## src/rtl/core/cle_pkg.sv

```systemverilog
// Package for the circular list engine: codes, types and sizing constants.
`timescale 1ns / 1ps
`default_nettype none
package cle_pkg;

  localparam int unsigned CAPACITY_DEF = 32;

  typedef enum logic [3:0] {
    ACT_ADD_FIRST = 4'd0,
    ACT_ADD_LAST  = 4'd1,
    ACT_ADD_AFTER = 4'd2,
    ACT_DEL_FIRST = 4'd3,
    ACT_DEL_LAST  = 4'd4,
    ACT_LIST      = 4'd5,
    ACT_SORT      = 4'd6,
    ACT_CLEAR     = 4'd7,
    ACT_JOSEPHUS  = 4'd8
  } action_t;

  typedef enum logic [2:0] {
    ST_DONE     = 3'd0,
    ST_LISTED   = 3'd1,
    ST_ELIM     = 3'd2,
    ST_SURV     = 3'd3,
    ST_EMPTY    = 3'd4,
    ST_FULL     = 3'd5,
    ST_NOTFOUND = 3'd6
  } status_t;

  typedef enum logic [4:0] {
    S_IDLE,
    S_DECIDE,
    S_INS_RD,
    S_INS_WR,
    S_DEL_RD,
    S_DEL_WR,
    S_SRCH_RD,
    S_SRCH_CMP,
    S_LIST_RD,
    S_LIST_EMIT,
    S_SORT_RD,
    S_SORT_CMP,
    S_SORT_SWAP,
    S_JOS_MOD,
    S_JOS_RD,
    S_JOS_EMIT,
    S_EMIT
  } state_t;

  // Signed 32-bit greater-than used by the sort pass.
  function automatic logic gt_signed(input logic [31:0] a, input logic [31:0] b);
    return $signed(a) > $signed(b);
  endfunction

endpackage
`default_nettype wire

```

## src/rtl/core/cle_mem.sv

```systemverilog
// Dual-port value memory with registered reads.
`timescale 1ns / 1ps
`default_nettype none
module cle_mem #(
  parameter int unsigned DEPTH = cle_pkg::CAPACITY_DEF,
  parameter int unsigned AW = $clog2(DEPTH)
) (
  input  wire logic          clk,
  input  wire logic          we,
  input  wire logic [AW-1:0] waddr,
  input  wire logic [31:0]   wdata,
  input  wire logic [AW-1:0] raddr_a,
  input  wire logic [AW-1:0] raddr_b,
  output logic      [31:0]   rdata_a,
  output logic      [31:0]   rdata_b
);
  logic [31:0] mem [DEPTH];

  // Write one entry, read two.
  always_ff @(posedge clk) begin
    if (we) begin
      mem[waddr] <= wdata;
    end
    rdata_a <= mem[raddr_a];
    rdata_b <= mem[raddr_b];
  end
endmodule
`default_nettype wire

```

## src/rtl/core/circular_list_engine.sv

```systemverilog
// Circular list engine: a bounded list of signed values in list order, one
// memory holding the values by position; only one request is worked on at a
// time. After the accepting edge a decode state follows. Add moves each entry
// behind the insertion point with a read and a write state, then writes the
// new value (add at the tail moves nothing); add after first searches with a
// read and a compare state per entry examined. Delete moves each entry behind
// the removed one with a read and a write state, then closes in the read state.
// List gives each entry as a result while the output is taken. Sort is an
// exchange sort of n(n-1)/2 compares, each a read and a compare state, plus a
// swap state per swap. Josephus per elimination forms the bit-serial remainder
// of the step minus one by the count, reads, gives a result and then deletes.
// Single-result requests end with a result state. Any cycle that loads a
// result waits while the result register is held; that register lets the next
// request be taken while the last result waits. No clearing pass follows reset.
`timescale 1ns / 1ps
`default_nettype none
module circular_list_engine #(
  parameter int unsigned CAPACITY = cle_pkg::CAPACITY_DEF
) (
  input  wire logic               clk,
  input  wire logic               rst,
  input  wire logic               in_valid,
  output logic                    in_ready,
  input  wire logic [3:0]         action,
  input  wire logic signed [31:0] value,
  input  wire logic signed [31:0] match_value,
  input  wire logic [15:0]        step,
  output logic                    out_valid,
  input  wire logic               out_ready,
  output logic [2:0]              status,
  output logic signed [31:0]      item,
  output logic                    last
);
  import cle_pkg::*;

  localparam int unsigned AW = $clog2(CAPACITY);
  localparam int unsigned CW = $clog2(CAPACITY + 1);
  localparam logic [CW-1:0] CNT_ONE  = CW'(1);
  localparam logic [CW-1:0] CNT_TWO  = CW'(2);
  localparam logic [CW-1:0] CNT_FULL = CW'(CAPACITY);
  localparam logic [4:0]    MOD_BITS = 5'd16;

  state_t state, state_next;
  status_t ov_status_r;
  logic [3:0]    act;
  logic [31:0]   val, mval;
  logic [15:0]   km1, kshift;
  logic [CW-1:0] count;
  logic [CW-1:0] i, j;
  logic [CW-1:0] pos;
  logic [CW-1:0] rem;
  logic [4:0]    bitc;
  logic [31:0]   tmp;

  logic          we;
  logic [AW-1:0] waddr, ra, rb;
  logic [31:0]   wdata, da, db;

  logic          ov_load;
  status_t       ov_status;
  logic [31:0]   ov_item;
  logic          ov_last;
  logic          out_free;

  logic [CW:0]   rem_shift, rem_sub, pos_sum, pos_sub;
  logic          sort_swap, sort_last, at_end, ins_done, del_done, src_hit;

  cle_mem #(.DEPTH(CAPACITY), .AW(AW)) u_mem (
    .clk, .we, .waddr, .wdata, .raddr_a(ra), .raddr_b(rb),
    .rdata_a(da), .rdata_b(db)
  );

  // Output register.
  always_ff @(posedge clk) begin
    if (rst) begin
      out_valid <= 1'b0;
    end else if (ov_load) begin
      out_valid <= 1'b1;
    end else if (out_ready) begin
      out_valid <= 1'b0;
    end
    if (ov_load) begin
      status <= ov_status;
      item   <= ov_item;
      last   <= ov_last;
    end
  end
  assign out_free = !out_valid || out_ready;

  assign in_ready = (state == S_IDLE);

  // Loop conditions and remainder arithmetic.
  assign rem_shift = {rem, kshift[15]};
  assign rem_sub   = rem_shift - {1'b0, count};
  assign pos_sum   = {1'b0, pos} + {1'b0, rem};
  assign pos_sub   = pos_sum - {1'b0, count};
  assign sort_swap = gt_signed(da, db);
  assign sort_last = (j + CNT_ONE >= count) && (i + CNT_TWO >= count);
  assign at_end    = (i + CNT_ONE == count);
  assign ins_done  = (i == pos);
  assign del_done  = (i + CNT_ONE >= count);
  assign src_hit   = (da == mval);

  // Next state.
  always_comb begin
    state_next = state;
    unique case (state)
      S_IDLE: if (in_valid) state_next = S_DECIDE;
      S_DECIDE: begin
        unique case (act) inside
          ACT_ADD_FIRST, ACT_ADD_LAST:
            state_next = (count == CNT_FULL) ? S_EMIT : S_INS_RD;
          ACT_ADD_AFTER: state_next = (count == '0) ? S_EMIT : S_SRCH_RD;
          ACT_DEL_FIRST, ACT_DEL_LAST:
            state_next = (count == '0) ? S_EMIT : S_DEL_RD;
          ACT_LIST: state_next = (count == '0) ? S_EMIT : S_LIST_RD;
          ACT_SORT: state_next = (count <= CNT_ONE) ? S_EMIT : S_SORT_RD;
          ACT_JOSEPHUS: begin
            if (count == '0) state_next = S_EMIT;
            else if (count == CNT_ONE) state_next = S_JOS_RD;
            else state_next = S_JOS_MOD;
          end
          default: state_next = S_EMIT;
        endcase
      end
      S_INS_RD:    state_next = ins_done ? S_EMIT : S_INS_WR;
      S_INS_WR:    state_next = S_INS_RD;
      S_DEL_RD: begin
        if (!del_done) state_next = S_DEL_WR;
        else if (act != ACT_JOSEPHUS) state_next = S_EMIT;
        else if (count == CNT_TWO) state_next = S_JOS_RD;
        else state_next = S_JOS_MOD;
      end
      S_DEL_WR:    state_next = S_DEL_RD;
      S_SRCH_RD:   state_next = S_SRCH_CMP;
      S_SRCH_CMP: begin
        if (src_hit) state_next = (count == CNT_FULL) ? S_EMIT : S_INS_RD;
        else state_next = at_end ? S_EMIT : S_SRCH_RD;
      end
      S_LIST_RD:   state_next = S_LIST_EMIT;
      S_LIST_EMIT: if (out_free) state_next = at_end ? S_IDLE : S_LIST_RD;
      S_SORT_RD:   state_next = S_SORT_CMP;
      S_SORT_CMP: begin
        if (sort_swap) state_next = S_SORT_SWAP;
        else state_next = sort_last ? S_EMIT : S_SORT_RD;
      end
      S_SORT_SWAP: state_next = sort_last ? S_EMIT : S_SORT_RD;
      S_JOS_MOD:   if (bitc == 5'd0) state_next = S_JOS_RD;
      S_JOS_RD:    state_next = S_JOS_EMIT;
      S_JOS_EMIT:  if (out_free) state_next = (count == CNT_ONE) ? S_IDLE : S_DEL_RD;
      S_EMIT:      if (out_free) state_next = S_IDLE;
      default:     state_next = S_IDLE;
    endcase
  end

  // Datapath registers.
  always_ff @(posedge clk) begin
    if (rst) begin
      state <= S_IDLE;
      count <= '0;
    end else begin
      state <= state_next;
      unique case (state)
        // Capture the request.
        S_IDLE: if (in_valid) begin
          act  <= action;
          val  <= value;
          mval <= match_value;
          km1  <= (step == 16'd0) ? 16'd0 : step - 16'd1;
        end
        // Decode and set up the walk.
        S_DECIDE: begin
          unique case (act) inside
            ACT_ADD_FIRST, ACT_ADD_LAST: begin
              ov_status_r <= (count == CNT_FULL) ? ST_FULL : ST_DONE;
              pos <= (act == ACT_ADD_FIRST) ? '0 : count;
              i   <= count;
            end
            ACT_ADD_AFTER: begin
              ov_status_r <= ST_EMPTY;
              i <= '0;
            end
            ACT_DEL_FIRST, ACT_DEL_LAST: begin
              ov_status_r <= (count == '0) ? ST_EMPTY : ST_DONE;
              pos <= (act == ACT_DEL_FIRST) ? '0 : count - CNT_ONE;
              i   <= (act == ACT_DEL_FIRST) ? '0 : count - CNT_ONE;
            end
            ACT_LIST: begin
              ov_status_r <= ST_EMPTY;
              i <= '0;
            end
            ACT_SORT: begin
              ov_status_r <= (count == '0) ? ST_EMPTY : ST_DONE;
              i <= '0;
              j <= CNT_ONE;
            end
            ACT_CLEAR: begin
              ov_status_r <= ST_DONE;
              count <= '0;
            end
            ACT_JOSEPHUS: begin
              ov_status_r <= ST_EMPTY;
              pos    <= '0;
              kshift <= km1;
              rem    <= '0;
              bitc   <= MOD_BITS;
            end
            default: ov_status_r <= ST_DONE;
          endcase
        end
        // Close an insert.
        S_INS_RD: if (ins_done) count <= count + CNT_ONE;
        S_INS_WR: i <= i - CNT_ONE;
        // Close a delete; wrap the Josephus position and restart the remainder.
        S_DEL_RD: if (del_done) begin
          count  <= count - CNT_ONE;
          pos    <= (pos >= count - CNT_ONE) ? '0 : pos;
          kshift <= km1;
          rem    <= '0;
          bitc   <= MOD_BITS;
        end
        S_DEL_WR: i <= i + CNT_ONE;
        // Advance the search for the match.
        S_SRCH_CMP: begin
          if (src_hit) begin
            if (count == CNT_FULL) begin
              ov_status_r <= ST_FULL;
            end else begin
              ov_status_r <= ST_DONE;
              pos <= i + CNT_ONE;
              i   <= count;
            end
          end else if (at_end) begin
            ov_status_r <= ST_NOTFOUND;
          end else begin
            i <= i + CNT_ONE;
          end
        end
        S_LIST_EMIT: if (out_free && !at_end) i <= i + CNT_ONE;
        // Hold the value at i for the second half of a swap, then advance.
        S_SORT_CMP: begin
          tmp <= da;
          if (!sort_swap) begin
            if (j + CNT_ONE < count) begin
              j <= j + CNT_ONE;
            end else begin
              i <= i + CNT_ONE;
              j <= i + CNT_TWO;
            end
          end
        end
        S_SORT_SWAP: begin
          if (j + CNT_ONE < count) begin
            j <= j + CNT_ONE;
          end else begin
            i <= i + CNT_ONE;
            j <= i + CNT_TWO;
          end
        end
        // Remainder of (step - 1) by count, one bit a cycle, then the new position.
        S_JOS_MOD: begin
          if (bitc == 5'd0) begin
            pos <= (pos_sum >= {1'b0, count}) ? pos_sub[CW-1:0] : pos_sum[CW-1:0];
          end else begin
            bitc   <= bitc - 5'd1;
            kshift <= {kshift[14:0], 1'b0};
            rem    <= (rem_shift >= {1'b0, count}) ? rem_sub[CW-1:0] : rem_shift[CW-1:0];
          end
        end
        S_JOS_EMIT: if (out_free) i <= pos;
        default: ;
      endcase
    end
  end

  // Memory addressing and result loads.
  always_comb begin
    we = 1'b0; waddr = AW'(i); wdata = da;
    ra = AW'(i); rb = AW'(j);
    ov_load = 1'b0; ov_status = ST_DONE; ov_item = '0; ov_last = 1'b1;
    unique case (state)
      S_INS_RD: begin
        ra = AW'(i - CNT_ONE);
        if (ins_done) begin
          we = 1'b1; waddr = AW'(pos); wdata = val;
        end
      end
      S_INS_WR: we = 1'b1;
      S_DEL_RD: ra = AW'(i + CNT_ONE);
      S_DEL_WR: we = 1'b1;
      S_LIST_EMIT: begin
        ov_load = out_free; ov_status = ST_LISTED; ov_item = da;
        ov_last = at_end;
      end
      S_SORT_CMP: begin
        if (sort_swap) begin
          we = 1'b1; wdata = db;
        end
      end
      S_SORT_SWAP: begin
        we = 1'b1; waddr = AW'(j); wdata = tmp;
      end
      S_JOS_RD: ra = AW'(pos);
      S_JOS_EMIT: begin
        ra = AW'(pos);
        ov_load = out_free;
        ov_status = (count == CNT_ONE) ? ST_SURV : ST_ELIM;
        ov_item = da;
        ov_last = (count == CNT_ONE);
      end
      S_EMIT: begin
        ov_load = out_free; ov_status = ov_status_r;
      end
      default: ;
    endcase
  end

`ifndef SYNTH
  a_out_hold: assert property (@(posedge clk) disable iff (rst)
    out_valid && !out_ready |=> out_valid && $stable(item) && $stable(status)
    && $stable(last))
    else $error("result changed while stalled");
  a_count_cap: assert property (@(posedge clk) disable iff (rst)
    count <= CNT_FULL) else $error("entry count beyond capacity");
  a_idle_take: assert property (@(posedge clk) disable iff (rst)
    in_valid && in_ready |=> !in_ready) else $error("request not taken");
`endif
endmodule
`default_nettype wire
```

## config.mk

```make
export PLATFORM = sky130hd
export DESIGN_NAME = circular_list_engine
export DESIGN_NICKNAME = d
export VERILOG_FILES = /design/src/rtl/core/cle_pkg.sv /design/src/rtl/core/cle_mem.sv /design/src/rtl/core/circular_list_engine.sv
export SDC_FILE = /design/constraint.sdc
export NUM_CORES = 2
export LEC_CHECK = 0
export BUFFER_PORTS_ARGS = -buffer_cell sky130_fd_sc_hd__buf_4
export CORE_UTILIZATION = 45
export CTS_BUF_LIST = sky130_fd_sc_hd__clkbuf_2
export DETAILED_ROUTE_END_ITERATION = 7
export PLACE_DENSITY = 0.7
export SYNTH_ARGS = -nofsm -noshare
export SYNTH_HDL_FRONTEND = slang
export SYNTH_SLANG_ARGS = --single-unit
```

## constraint.sdc

```tcl
create_clock -name clk -period 10.1 [get_ports clk]
set_input_delay 1.01 -clock clk [delete_from_list [all_inputs] [get_ports clk]]
set_output_delay 1.01 -clock clk [all_outputs]
set_load 0.1 [all_outputs]
```

# After elaboration in Yosys (flattened, before gate mapping)

Memories as Yosys holds them, arrays and structs flattened. A register that Yosys moved wholly into a read port is not among the register bits.
Index checks and enable logic that the tools add are counted.

Flip-flop bits (word level): 212
Bits in latches: 0
Memory bits (writable): 1024
Bits in read-only memories: 0
Word-level logic and storage cells: 214
Memories: 1

Memory list:

| memory    | depth | bits a word | read ports | clocked after Yosys merged registers in | wr ports | RTL line      | source |
|---|---|---|---|---|---|---|---|
| u_mem.mem | 32    | 32          | 2          | 2                                       | 1        | cle_mem.sv:17 | `logic [31:0] mem [DEPTH];` |

Add/sub/neg operators: 11
Multiply operators: 0
Div/mod/pow operators: 0
$lt $le $gt $ge: 9
Eq/ne operators: 52
Shift-type cells: 0
Muxes and demuxes: 87
Bitwise gates (word level): 1
Reductions and logical operators: 35

Operators with widths:

| cell                                                                 | number |
|---|---|
| 6-bit two-way mux                                                    | 25 |
| 5-bit two-way mux                                                    | 22 |
| 32-bit one-hot mux with 3 select lines                               | 1 |
| 6-bit one-hot mux with 3 select lines                                | 5 |
| 5-bit one-hot mux with 17 select lines                               | 1 |
| 32-bit two-way mux                                                   | 2 |
| 16-bit two-way mux                                                   | 3 |
| 16-bit one-hot mux with 3 select lines                               | 1 |
| 6-bit one-hot mux with 8 select lines                                | 1 |
| 5-bit by 4-bit == test with 1-bit output, second input constant      | 8 |
| 32-bit == test                                                       | 1 |
| 32-bit greater-than comparator                                       | 1 |
| 2-bit != test, second input constant                                 | 16 |
| 5-bit one-hot mux with 3 select lines                                | 2 |
| 5-bit one-hot mux with 6 select lines                                | 1 |
| 6-bit greater-or-equal comparator                                    | 4 |
| 6-bit one-hot mux with 4 select lines                                | 1 |
| 5-bit by 3-bit == test with 1-bit output, second input constant      | 4 |
| 6-bit by 1-bit adder with 6-bit output, second input constant        | 3 |
| 3-bit one-hot mux with 3 select lines                                | 2 |
| 4-bit by 3-bit == test with 1-bit output, second input constant      | 4 |
| 16-bit logical NOT                                                   | 1 |
| 8-bit AND reduction                                                  | 2 |
| 16-bit by 1-bit subtractor with 16-bit output, second input constant | 1 |
| other kinds (45)                                                     | 83 |

# Logic depth before layout (Yosys ltp)

Depth after elaboration: 6
Mapped depth: 13

# Modules after synthesis

A second synthesis with hierarchy kept.

Cell total of the unflattened synthesis: 4854
Area, all modules: 63666.1 um^2

By module, submodules not included:

| module               | instances | cells an instance | area each (um^2) | sequential area each (um^2) |
|---|---|---|---|---|
| cle_mem              | 1         | 3450              | 50040.5          | 32030.7 |
| circular_list_engine | 1         | 1404              | 13625.6          | 6246.0 |

# Worst setup path before layout

Ideal clock, no wire load.

Path type: input -> register
From: input port rst
To: register act[0], enable pin
Library setup time: 0.647 ns
Data arrival time: 7.351 ns
Data required time: 9.453 ns
Setup slack: 2.103 ns
Stages on the path: 2
Path buffers: 1
Cells stage by stage: buf_1 nor3b_1

Word-level cells in the longest chain between the ends: 2

Ends and longest elaborated chain:

| element                              | RTL line                    | source |
|---|---|---|
| from (decl)                          | circular_list_engine.sv:21  | `input wire logic rst,` |
| 1-bit NOT (no source line)           | --                          |  |
| 3-bit AND reduction (no source line) | --                          |  |
| to (signal assigned)                 | circular_list_engine.sv:166 | `act <= action;` |
| to (decl)                            | circular_list_engine.sv:45  | `logic [3:0] act;` |

Every way passes these cells.
A chain may end at the register's enable or synchronous reset.

# Worst setup path after layout

From: register state[1]
To: register u_mem.rdata_a[11] (read register of u_mem.mem)

Word-level cells in the longest chain between the ends: 3

Ends and longest elaborated chain:

| element                                  | RTL line                    | source |
|---|---|---|
| from (decl)                              | circular_list_engine.sv:43  | `state_t state, state_next;` |
| from (signal assigned)                   | circular_list_engine.sv:162 | `state <= state_next;` |
| 5-bit by 4-bit == test with 1-bit output | circular_list_engine.sv:281 | `unique case (state)` |
| 2-bit OR reduction (no source line)      | --                          |  |
| 5-bit one-hot mux with 3 select lines *  | circular_list_engine.sv:281 |  |
| to (decl)                                | cle_mem.sv:14               | `output logic [31:0] rdata_a,` |

Mark *: on every way between the ends. The rest lies on a longest branch, timed or not.

==> summary.md <==
| Metric | Value |
|---|---|
| Number of nets produced by synthesis | `between 4,000 and 5,000` |
| Worst vdd ir | `93.31 uV` |
| Power Internal | `7.937 mW` |
| Core region area | `139,700 um2` |
| Highest fanout seen on the critical path | `around 120` |
| Synth Register Bits | `1,300` |
| Total global routing track utilization | `0.2841` |
| Via total after detailed routing | `44,580` |
| Setup repair after global routing missed its margin | `no` |
| Synthesized area per cell | `14.34 um2` |
| Wire length of the first global-routing pass | `294,500 um` |
| Largest buffer count on any clock path | `4` |
| GRT Residual Overflow | `0` |
| Clock root buffer master | `sky130_fd_sc_hd__clkbuf_2` |
| Critical register-to-register path endpoint | `u_mem.rdata_a[11]$_DFF_P_` |
| Worst min path class | `primary input to flip-flop` |
| Summed area of non-filler cells in the final layout | `71,500 um2` |
| Drt drc | `0` |
| Area enclosed by the die boundary | `142,400 um2` |
| Share of cells above drive strength 1 | `0.2021` |
| Start point of the worst min-delay path | `action[2]` |
| Number of cells produced by synthesis | `4,419` |
| Final worst-path setup slack | `around 4600 ps` |
| Post-placement worst setup slack | `4872 ps` |
| Worst clock skew | `between 150 and 200 ps` |
| Signed area change from the synthesized netlist to the final layout | `12.81%` |
| Seq pwr share | `0.566` |
| Synthesized-area fraction occupied by adder cells | `0.01824` |
| Most used DFF post-synth | `sky130_fd_sc_hd__edfxtp_1` |
| Cts bufs inserted | `340` |
| Required arrival time at the worst endpoint | `11,510 ps` |
| Antenna violations before repair | `11` |
| Number of failing hold endpoints at the final stage | `0` |
| Initial DRC count | `5,947` |
| Leakage dissipation | `26.81 nW` |
| Post-route worst hold slack | `198.5 ps` |
| Cells taking the most area after synthesis | `sky130_fd_sc_hd__edfxtp_1, sky130_fd_sc_hd__mux2i_1, sky130_fd_sc_hd__mux4_2` |
| Detail-routed via count per cell | `6.334` |
| Fin crit share | `0.5410` |
| Synth Cell Area | `63,380 um2` |
| Sequential fraction of the synthesis area | `0.6039` |
| Setup Total Neg Slack | `0 ps` |
| Warning count from the yosys run | `0` |
| Status | `finished clean` |
| Switching part of the total power | `0.2787` |
| Final HPWL DP | `about 110,000 um` |
| Worst slew pin tran | `1402 ps` |
| Clock sink total | `1,300` |
| Switching power | `3.067 mW` |
| First drt pass iteration count | `6` |
| Post-layout minimum cycle time | `between 5000 and 6000 ps` |
| Count of cells along the worst hold path | `2` |
| DIE WIDTH | `roughly 380 um` |
| Share of the synthesized area in the top cell type | `0.5799` |
| Deepest level of the CTS H-tree | `5` |
| Effective utilization at floorplan | `0.4537` |
| Final nets | `roughly 5,100` |
| Fraction of synthesized cell area in xor and xnor cells | `0.01173` |
| Clock power frac | `0.332` |
| FF-to-FF path depth | `9` |
| Overall routed net length | `206,600 um` |
| Number of global-route vias before repair | `~44,000` |
| Largest family of logic cells by synthesized area | `multiplexers` |
| Max Cap Viol | `0` |
| Pin count of the biggest net entering global routing | `123` |
| Min-Delay Endpoint | `act[2]$_DFFE_PP_` |
| Synthesized-area fraction occupied by and/or/nand/nor cells | `0.04957` |
| Antenna Violating Nets Remaining | `0` |
| Library cell occupying the most area in the post-synthesis netlist | `sky130_fd_sc_hd__edfxtp_1` |
| Critical path class | `flip-flop to flip-flop` |
| Pins over their slew limit | `0` |
| Multiplexer area fraction after synthesis | `0.2104` |
| Placement Cell Area | `66,710 um2` |
| Number of flops mapped to enable cells by yosys | `1,224` |
| Total power | `between 10 and 15 mW` |
| Area fraction in compound gates after synthesis | `0.07941` |
| Maximum clock frequency | `183.0 MHz` |
| Tightest slew margin relative to the limit | `0.05546` |
| Critical Path AT | `6870 ps` |
| Global placement routability congestion | `~0.90` |
| Final number of setup-violating endpoints | `0` |
| Number of buffer cells added on primary ports | `between 100 and 150` |
| Synth cell types | `between 70 and 80` |
| Share of synthesized flip-flops with an asynchronous set or reset | `0` |
| Start of the worst register-to-register path | `state[1]$_SDFFE_PP0P_` |
| # IOs | `about 130` |
| CP endpoint kind | `flip-flop` |
| CTS resizes | `0` |
| Clock-pin slew on the worst setup and hold paths | `roughly 110 ps` |
| Power density over the cells | `between 150 and 200 nW/um2` |
| Height of the chip | `377.3 um` |
| Number of core rows | `approximately 140` |
| Nature of the critical path startpoint | `flip-flop` |
| Clock insertion delay at the later pin of the skew report | `1680 ps` |
| TritonCTS clock tree | `built` |
| Slack of the worst reg-to-reg path | `4640 ps` |
| Combinational Power Share | `0.102` |
| Final routed wire length divided by cell count | `29.35 um` |
logic make-up (layout without fill, tap and decap cells):
logic type | after synthesis | after routing
other | 0 | 7
adder cells (fa/ha/maj) | 91 | 91
buffers and inverters | 356 | 1092
XOR/XNOR | 84 | 84
flip-flops | 1300 | 1300
multiplexers | 1164 | 1164
AND/OR/NAND/NOR | 676 | 676
AO/OA/AOI/OAI | 748 | 748
cell usage after synthesis, types with 6 or more instances:
cell type and n:
sky130_fd_sc_hd__clkbuf_1 128, sky130_fd_sc_hd__mux2_2 65, sky130_fd_sc_hd__nor2b_1 15, sky130_fd_sc_hd__mux4_2 128
sky130_fd_sc_hd__and2_1 40, sky130_fd_sc_hd__o31ai_1 8, sky130_fd_sc_hd__nand2_1 255, sky130_fd_sc_hd__o22ai_1 161
sky130_fd_sc_hd__edfxtp_1 1224, sky130_fd_sc_hd__inv_1 69, sky130_fd_sc_hd__buf_6 12, sky130_fd_sc_hd__a31oi_1 10
sky130_fd_sc_hd__or3_1 6, sky130_fd_sc_hd__a221o_1 44, sky130_fd_sc_hd__nor3b_1 10, sky130_fd_sc_hd__o221ai_1 103
sky130_fd_sc_hd__ha_1 86, sky130_fd_sc_hd__dfxtp_1 76, sky130_fd_sc_hd__nor3_1 30, sky130_fd_sc_hd__buf_4 51
sky130_fd_sc_hd__nor4_1 47, sky130_fd_sc_hd__a22oi_1 7, sky130_fd_sc_hd__buf_1 32, sky130_fd_sc_hd__a311oi_1 8
sky130_fd_sc_hd__mux2i_1 971, sky130_fd_sc_hd__o21ai_0 147, sky130_fd_sc_hd__nand2b_1 13, sky130_fd_sc_hd__buf_2 64
sky130_fd_sc_hd__a221oi_1 33, sky130_fd_sc_hd__xnor2_1 37, sky130_fd_sc_hd__a21o_1 13, sky130_fd_sc_hd__xor2_1 46
sky130_fd_sc_hd__nand4_1 24, sky130_fd_sc_hd__nand3_1 31, sky130_fd_sc_hd__a211oi_1 20, sky130_fd_sc_hd__a21oi_1 156
sky130_fd_sc_hd__nor2_1 181
layer usage:
layer,share of wire,vias to the layer above,global-route usage
met2,0.46,3115,0.4464
met4,0.044,14,0.1300
met1,0.38,22190,0.3685
met3,0.12,547,0.07357
li1,-,18720,-
met5,0.00043,-,0
per-stage QoR:
step | std cells | utilization
detailed placement | 6263 | 0.4775
floorplan | 4419 | -
global route | 7035 | 0.5118
CTS | 7031 | 0.5117
global placement | 6261 | 0.4773
finish | 7038 | 0.5118
state kept, by name (all words and copies together), names as in the netlist, 16 cells and up:
signal,count
item,32
km1,16
kshift,16
mval,32
tmp,32
u_mem.mem,1024
u_mem.rdata_a,32
u_mem.rdata_b,32
val,32
area by class of cell:
type | instances | area [um2]
Clock buffer | 487 | 2437
Multi-Input combinational cell | 2763 | 23800
Fill cell | 11660 | 68200
Sequential cell | 1300 | 38280
Clock inverter | 105 | 571.8
Timing Repair Buffer | 431 | 3796
Inverter | 69 | 259.0
Antenna cell | 7 | 17.52
Tap cell | 1876 | 2347
power by group through the flow:
stage	sequential, mW	clock (mW)	combinational, mW
6_report	6.22	3.65	1.13
5_1_grt	6.23	3.97	1.18
4_1_cts	6.21	3.67	1.09
3_5_place_dp	6.34	0	1.03
3_3_place_gp	6.34	0	1.01
2_1_floorplan	6.35	0	0.610
worst max-delay path: stages (launching register included):
cell and delay (ps):
sky130_fd_sc_hd__dfxtp_1 780, sky130_fd_sc_hd__and4b_1 620, sky130_fd_sc_hd__a21oi_2 140, sky130_fd_sc_hd__a221oi_4 370, sky130_fd_sc_hd__buf_12 550, sky130_fd_sc_hd__buf_12 740, sky130_fd_sc_hd__mux2i_1 180, sky130_fd_sc_hd__mux2i_1 220
sky130_fd_sc_hd__o22ai_1 150, sky130_fd_sc_hd__nor4_1 1070
layout by cell type (no fill, tap or decap), drive strengths merged, types with 6 or more instances in the layout:
| cell | synthesis | layout |
|---|---|---|
| nand3 | 31 | 31 |
| a21oi | 157 | 157 |
| nor4 | 49 | 49 |
| bufinv | 0 | 6 |
| edfxtp | 1224 | 1224 |
| inv | 69 | 74 |
| diode | 0 | 7 |
| clkinv | 0 | 94 |
| a221o | 44 | 44 |
| a22oi | 7 | 7 |
| o21ai | 147 | 147 |
| dfxtp | 76 | 76 |
| nor2 | 182 | 182 |
| a211oi | 21 | 21 |
| o31ai | 8 | 8 |
| o22ai | 161 | 161 |
| mux2i | 971 | 971 |
| a221oi | 38 | 38 |
| clkbuf | 128 | 487 |
| mux4 | 128 | 128 |
| buf | 159 | 255 |
| nor3 | 32 | 32 |
| nand2b | 13 | 13 |
| a21o | 13 | 13 |
| ha | 86 | 86 |
| nand2 | 255 | 255 |
| mux2 | 65 | 65 |
| a311oi | 8 | 8 |
| xnor2 | 37 | 37 |
| xor2 | 47 | 47 |
| a31oi | 10 | 10 |
| o221ai | 103 | 103 |
| nand4 | 24 | 24 |
| and2 | 40 | 40 |
| nor2b | 15 | 15 |
| nor3b | 10 | 10 |
| or3 | 7 | 7 |
| dlygate4sd3 | 0 | 176 |
worst max path at each step:
stage               slack (ps)                     endpoint  cells past startpoint                      from
finish                    4640    u_mem.rdata_a[11]$_DFF_P_                      9     state[1]$_SDFFE_PP0P_
global route              4570  u_mem.mem[29][10]$_DFFE_PP_                     11  u_mem.rdata_a[1]$_DFF_P_
floorplan                 2100             act[0]$_DFFE_PP_                      2                       rst
global placement          4380    u_mem.rdata_a[16]$_DFF_P_                      9     state[1]$_SDFFE_PP0P_
CTS                       4850    u_mem.rdata_a[11]$_DFF_P_                      9     state[3]$_SDFFE_PP0P_
detailed placement        4870    u_mem.rdata_a[11]$_DFF_P_                      9     state[3]$_SDFFE_PP0P_
timing repair:
| action | CTS | global route |
|---|---|---|
| hold endpoints to repair | 131 | 0 |
| setup endpoints to repair | 0 | 0 |
| hold buffers | 176 | 0 |
| setup buffers | 0 | 0 |
(Power assumes the default switching activity.)
